--- src/hw/rtl/min_window_sum_length_unit_defines.svh ---
// assertion macros for the minimum window sum length unit
`ifndef MIN_WINDOW_SUM_LENGTH_UNIT_DEFINES_SVH
`define MIN_WINDOW_SUM_LENGTH_UNIT_DEFINES_SVH

// same-cycle implication, disabled while in reset
`define MWSL_ASSERT_IMPL(label, clk, rst_n, ante, cons, msg) \
	label: assert property (@(posedge clk) disable iff (!(rst_n)) (ante) |-> (cons)) \
		else $error(msg);

// next-cycle implication, disabled while in reset
`define MWSL_ASSERT_NEXT(label, clk, rst_n, ante, cons, msg) \
	label: assert property (@(posedge clk) disable iff (!(rst_n)) (ante) |=> (cons)) \
		else $error(msg);

`endif

--- src/hw/rtl/mwsl_pkg.sv ---
// shared constants and types of the minimum window sum length unit
package mwsl_pkg;

	localparam int unsigned WINDOW_DEPTH_DEF = 1024;
	localparam int unsigned SAMPLE_WIDTH_DEF = 16;
	localparam int unsigned SAMPLE_FIELD_W   = 16;
	localparam int unsigned LEN_W            = 11;
	localparam int unsigned TARGET_W         = 32;
	localparam logic [TARGET_W-1:0] TARGET_RESET = 32'd1;

	// sequencer status seen by the top level
	typedef struct packed {
		logic empty;
		logic full;
		logic full_drop;
		logic drop;
		logic emit;
	} mwsl_status_t;

endpackage

--- src/hw/rtl/mwsl_ctrl.sv ---
// window sequencer: pointers, count, sum, best length and result register
module mwsl_ctrl import mwsl_pkg::*; #(
	parameter int unsigned WINDOW_DEPTH = WINDOW_DEPTH_DEF,
	parameter int unsigned SAMPLE_WIDTH = SAMPLE_WIDTH_DEF
) (
	input  logic                            clk,
	input  logic                            arst_n,
	input  logic                            in_valid,
	output logic                            in_ready,
	input  logic [SAMPLE_FIELD_W-1:0]       in_sample,
	input  logic                            in_last,
	output logic                            out_valid,
	input  logic                            out_ready,
	output logic [LEN_W-1:0]                out_min_length,
	output logic                            out_found,
	input  logic [TARGET_W-1:0]             target,
	output logic                            mem_we,
	output logic [$clog2(WINDOW_DEPTH)-1:0] mem_waddr,
	output logic [SAMPLE_WIDTH-1:0]         mem_wdata,
	output logic [$clog2(WINDOW_DEPTH)-1:0] mem_raddr,
	input  logic [SAMPLE_WIDTH-1:0]         mem_rdata,
	output mwsl_status_t                    status
);

	localparam int unsigned AW    = $clog2(WINDOW_DEPTH);
	localparam int unsigned CW    = $clog2(WINDOW_DEPTH + 1);
	localparam int unsigned SUM_W = SAMPLE_WIDTH + AW;
	localparam int unsigned CMP_W = (SUM_W > TARGET_W) ? SUM_W : TARGET_W;

	typedef enum logic [3:0] {
		ST_IDLE  = 4'b0001,
		ST_FULL  = 4'b0010,
		ST_CHECK = 4'b0100,
		ST_EMIT  = 4'b1000
	} state_t;

	state_t                  state_q;
	logic [AW-1:0]           head_q;
	logic [AW-1:0]           tail_q;
	logic [CW-1:0]           count_q;
	logic [CMP_W-1:0]        sum_q;
	logic [CW-1:0]           best_q;
	logic                    best_valid_q;
	logic                    last_q;
	logic [SAMPLE_WIDTH-1:0] sample_q;
	logic                    res_valid_q;
	logic [LEN_W-1:0]        res_len_q;
	logic                    res_found_q;

	logic                    accept;
	logic                    is_full;
	logic                    is_empty;
	logic                    hit;
	logic                    better;
	logic                    can_emit;
	logic [AW-1:0]           tail_next;
	logic [SAMPLE_WIDTH-1:0] sample_ext;
	logic [SAMPLE_WIDTH-1:0] tail_data;

	function automatic logic [AW-1:0] ring_next(input logic [AW-1:0] p);
		if (p == AW'(WINDOW_DEPTH - 1)) begin
			return '0;
		end
		return p + 1'b1;
	endfunction

	assign sample_ext = SAMPLE_WIDTH'(in_sample);
	assign in_ready   = (state_q == ST_IDLE);
	assign accept     = in_valid && in_ready;
	assign is_full    = (count_q == CW'(WINDOW_DEPTH));
	assign is_empty   = (count_q == '0);
	assign tail_next  = ring_next(tail_q);
	// a lone entry is the sample just written, whose read may have seen old data
	assign tail_data  = (count_q == CW'(1)) ? sample_q : mem_rdata;
	assign hit        = !is_empty && (sum_q >= CMP_W'(target));
	assign better     = !best_valid_q || (count_q < best_q);
	assign can_emit   = !res_valid_q || out_ready;

	assign mem_we    = accept;
	assign mem_waddr = head_q;
	assign mem_wdata = sample_ext;
	// prefetch the entry that will be the tail next cycle
	assign mem_raddr = (state_q == ST_IDLE) ? tail_q : tail_next;

	assign out_valid      = res_valid_q;
	assign out_min_length = res_len_q;
	assign out_found      = res_found_q;

	assign status.empty     = is_empty;
	assign status.full      = is_full;
	assign status.full_drop = (state_q == ST_FULL);
	assign status.drop      = (state_q == ST_CHECK) && hit;
	assign status.emit      = (state_q == ST_EMIT) && can_emit;

	always_ff @(posedge clk or negedge arst_n) begin
		if (!arst_n) begin
			state_q      <= ST_IDLE;
			head_q       <= '0;
			tail_q       <= '0;
			count_q      <= '0;
			sum_q        <= '0;
			best_q       <= '0;
			best_valid_q <= 1'b0;
			last_q       <= 1'b0;
			res_valid_q  <= 1'b0;
		end else begin
			if ((state_q == ST_EMIT) && can_emit) begin
				res_valid_q <= 1'b1;
			end else if (out_ready) begin
				res_valid_q <= 1'b0;
			end
			unique case (state_q)
				ST_IDLE: begin
					if (accept) begin
						head_q <= ring_next(head_q);
						last_q <= in_last;
						if (is_full) begin
							state_q <= ST_FULL;
						end else begin
							count_q <= count_q + 1'b1;
							sum_q   <= sum_q + CMP_W'(sample_ext);
							state_q <= ST_CHECK;
						end
					end
				end
				ST_FULL: begin
					// oldest leaves, new sample enters, count unchanged
					sum_q   <= sum_q + CMP_W'(sample_q) - CMP_W'(mem_rdata);
					tail_q  <= tail_next;
					state_q <= ST_CHECK;
				end
				ST_CHECK: begin
					if (hit) begin
						if (better) begin
							best_q       <= count_q;
							best_valid_q <= 1'b1;
						end
						sum_q   <= sum_q - CMP_W'(tail_data);
						count_q <= count_q - 1'b1;
						tail_q  <= tail_next;
					end else begin
						state_q <= last_q ? ST_EMIT : ST_IDLE;
					end
				end
				ST_EMIT: begin
					if (can_emit) begin
						head_q       <= '0;
						tail_q       <= '0;
						count_q      <= '0;
						sum_q        <= '0;
						best_valid_q <= 1'b0;
						state_q      <= ST_IDLE;
					end
				end
				default: begin
					state_q <= ST_IDLE;
				end
			endcase
		end
	end

	always_ff @(posedge clk) begin
		if (accept) begin
			sample_q <= sample_ext;
		end
		if ((state_q == ST_EMIT) && can_emit) begin
			res_len_q   <= best_valid_q ? LEN_W'(best_q) : '0;
			res_found_q <= best_valid_q;
		end
	end

endmodule

--- config.mk ---
export PLATFORM = sky130hd
export DESIGN_NAME = mwsl_ctrl
export DESIGN_NICKNAME = d
export VERILOG_FILES = /design/src/hw/rtl/min_window_sum_length_unit_defines.svh /design/src/hw/rtl/mwsl_pkg.sv /design/src/hw/rtl/mwsl_ctrl.sv
export SDC_FILE = /design/constraint.sdc
export NUM_CORES = 1
export LEC_CHECK = 0
export ABC_AREA = 1
export CAP_MARGIN = 20
export CORE_MARGIN = 1.5
export CORE_UTILIZATION = 55
export CTS_CLUSTER_DIAMETER = 150
export CTS_CLUSTER_SIZE = 20
export DETAILED_ROUTE_END_ITERATION = 10
export DONT_BUFFER_PORTS = 1
export PLACE_DENSITY = 0.7
export SKIP_CTS_REPAIR_TIMING = 1
export SYNTH_ARGS = -nofsm -noshare
export SYNTH_HDL_FRONTEND = slang
export SYNTH_SLANG_ARGS = --single-unit
export TNS_END_PERCENT = 20
--- constraint.sdc ---
create_clock -name clk -period 6 [get_ports clk]
set_clock_uncertainty 0.15 [all_clocks]
set_input_delay 1.2 -clock clk [delete_from_list [all_inputs] [get_ports clk]]
set_output_delay 1.2 -clock clk [all_outputs]
set_load 0.02 [all_outputs]
==> results.py <==
metrics = {
    "status": {
        "status": "complete, no violations",
    },
    "power_and_ir_drop": {
        "power.share.sequential": 0.177,
        "switchingPower_mw": 4.80,
        "power_leakage_nw": 7.94,
        "p_sw_frac": 0.594,
        "vdd_drop_max_mv": 0.270,
        "p_clk_frac": 0.080,
        "power_density_nw_per_um2": 597,
        "power.internal_mw": 3.28,
        "p_comb_frac": 0.743,
    },
    "cts": {
        "cts.sinks": 109,
        "clock_latency_ns": 0.37,
        "clock-root-buffer": "clkbuf_16",
        "cts_max_level": 3,
        "cts_buffers": 9,
        "cts_max_path_buffers": 2,
        "clkSlewWorstSetupHoldPaths_ns": 0.09,
        "cts_tree": "done",
    },
    "placed_design": {
        "place_hpwl_microns": 32700,
        "port_buffers": 0,
        "post_dp_cell_area_sq_um": 13200,
        "place_congestion": 1.00,
    },
    "timing": {
        "hold_viol": 0,
        "fmax_mhz": 225,
        "tightestPinTransition_ns": 0.923,
        "tns_ns": 0,
        "setup_viol": 0,
        "finalCritPeriodShare": 0.740,
        "min_period_ns": 4.44,
        "maxSlewViolCount": 0,
        "relSlewSlack": 0.384,
        "grt_setup_unrepaired": "false",
    },
    "detailed_routing": {
        "route.detailed.drc": 0,
        "routed_wl_microns": 41200,
        "drt_pass1_iterations": 6,
        "viasPerCell": 5.41,
        "drt_iter0_markers": 1187,
        "wire_per_inst_microns": 16.7,
        "vias": 13313,
        "ant_nets": 0,
    },
    "hold_path": {
        "whs_path_depth": 2,
        "hp-start": "last_q",
        "holdPathEnd": "last_q",
        "min_path_type": "register to register",
    },
    "layout": {
        "fin_nets": 2337,
        "n_antenna_cell": 0,
        "final_cell_mix": "nand2_1 (740), inv_1 (443), nand3_1 (162)",
        "final_common_cell": "nand2_1",
        "fillers": 2421,
        "area_growth_pct": 3.17,
        "drive_gt1_frac": 0.0336,
        "design_area_sq_um": 13500,
    },
    "logic_synthesis": {
        "synth_seq_cells": 109,
        "synth_area_sq_um": 13100,
        "synth_seq_area_share": 0.219,
        "ys_dominant_reg_cell": "dfrtp_1",
        "avgSynthCellArea_sq_um": 6.03,
        "synth_nets": 2378,
        "syn_inst": 2177,
        "synth_edf_count": 28,
        "synthArstFlopShare": 0.743,
        "synth_warnings": 0,
        "synth_cell_types": 49,
    },
    "run": {
        "max_cap_viol_count": 0,
    },
    "grt": {
        "grt_pass1_wl_microns": 64800,
        "grt.overflow.total": 0,
        "antenna_found_initial": 0,
        "grt_pass1_vias": 12133,
        "grt_max_degree": 82,
        "track_usage": 0.340,
    },
    "critical_path": {
        "path_max_fanout": 9,
        "crit_path_start_kind": "input pin",
        "critical_path_required_ns": 6.11,
        "r2r_start": "count_q[2]",
        "reg2reg_to": "sum_q[24]",
        "critical_path_class": "input pin to register",
        "rrSetupSlack_ns": 1.59,
        "crit_arrival_ns": 4.55,
        "end_kind": "register",
        "rr_worst_depth": 20,
    },
    "floorplanning": {
        "core-area_sq_um": 23400,
        "die_area_sq_um": 24800,
        "rows": 56,
        "die_h_microns": 157,
        "initial_core_util": 0.561,
        "num_io_pins": 125,
        "die_w_microns": 157,
    },
}
## Yosys cell counts (all sizes together), types with 7 or more instances
cell    number  area share
a21oi       95       0.037
dfrtp       80        0.15
nand3b       7      0.0040
clkbuf      14      0.0040
nor3        23       0.010
xnor2       11      0.0073
nand3      169       0.067
buf         46       0.023
nand4       68       0.033
o21ai       98       0.037
nand2      747        0.22
nor2       143       0.044
edfxtp      28       0.064
inv        452        0.13
ha         115        0.11
and2         7      0.0033
fa          17       0.026
or2          9      0.0043
xor2        11      0.0073
## final cells by class
cell class              count  area [sq um]  share of cell area
multi-input cells        1556          8210               0.606
flip-flops and latches    109          2870               0.212
inverters                 452          1700               0.125
well taps                 319           399              0.0295
clock buffers               9           225              0.0166
clock inverters             7          77.6             0.00573
repair buffers              8          60.1             0.00444
## through the flow
| step | hold slack [ns] | setup slack, ns | std cells | util | power (mW) |
|---|---|---|---|---|---|
| finish | 0.327 | 1.56 | 2460 | 0.578 | 8.08 |
| global placement | 0.306 | 1.32 | 2444 | 0.565 | 7.22 |
| CTS | 0.329 | 1.65 | 2460 | 0.578 | 7.98 |
| detailed placement | 0.309 | 1.28 | 2444 | 0.565 | 7.29 |
| global route | 0.351 | 1.18 | 2460 | 0.578 | 8.94 |
| floorplan | 0.292 | 2.04 | 2177 | - | 5.85 |
## worst max-delay path: stages
cell and delay [ns]:
nor2_1 0.08, nand2_1 0.09, nor2_2 0.15, nand2_1 0.12
nor3_4 0.24, nand4_2 0.16, nor2_1 0.12, nand2_1 0.24
nor2_1 0.18, ha_1 0.25, o21ai_0 0.17, ha_1 0.25
nand2_1 0.12, nor2_1 0.18, and2_1 0.30, nand3_1 0.21
nand3_1 0.14, nand2_1 0.05, nand3_1 0.07, nand2_1 0.06
nand3_1 0.08, nand2_1 0.06
## cell families (layout without fill, tap and decap cells)
| group | Yosys count | count (layout) | share of synthesized area |
|---|---|---|---|
| XOR/XNOR | 22 | 22 | 0.0147 |
| multiplexers | 1 | 1 | 0.000763 |
| AND/OR/NAND/NOR | 1176 | 1176 | 0.382 |
| flip-flops | 109 | 109 | 0.219 |
| AO/OA/AOI/OAI | 225 | 225 | 0.0920 |
| adder cells (fa/ha/maj) | 132 | 132 | 0.136 |
| buffers and inverters | 512 | 476 | 0.156 |
## sequential cells by signal (all words and copies together) (netlist names)
signal / cells
sum_q: 32
sample_q: 16
best_q: 11
count_q: 11
out_min_length: 11
mem_waddr: 10
tail_q: 10
state_q: 4
best_valid_q: 1
last_q: 1
out_found: 1
out_valid: 1
## power groups by stage
stage | sequential [mW] | combinational, mW | clock, mW
after CTS | 1.43 | 5.90 | 0.659
after global routing | 1.46 | 6.80 | 0.681
after detailed placement | 1.44 | 5.85 | 0
after global placement | 1.44 | 5.79 | 0
after floorplan | 1.26 | 4.58 | 0
final | 1.43 | 6.00 | 0.649
## layer usage
metal | up-vias | wire (microns) | global-route usage
li1 | 6738 | - | -
met1 | 5932 | 19100 | 0.487
met2 | 590 | 17500 | 0.529
met3 | 53 | 3530 | 0.0438
met4 | 0 | 1080 | 0.105
met5 | - | 0 | 0
## worst max-delay path by stage
stage | startpoint | end | slack [ns]
after floorplan | in_sample[2] | sum_q[29] | 2.04
after global placement | in_sample[2] | sum_q[20] | 1.32
after detailed placement | in_sample[2] | sum_q[20] | 1.28
after CTS | in_sample[2] | sum_q[20] | 1.65
after global routing | in_sample[2] | sum_q[19] | 1.18
final | in_sample[2] | sum_q[20] | 1.56
Power figures use the tool's default switching activity.
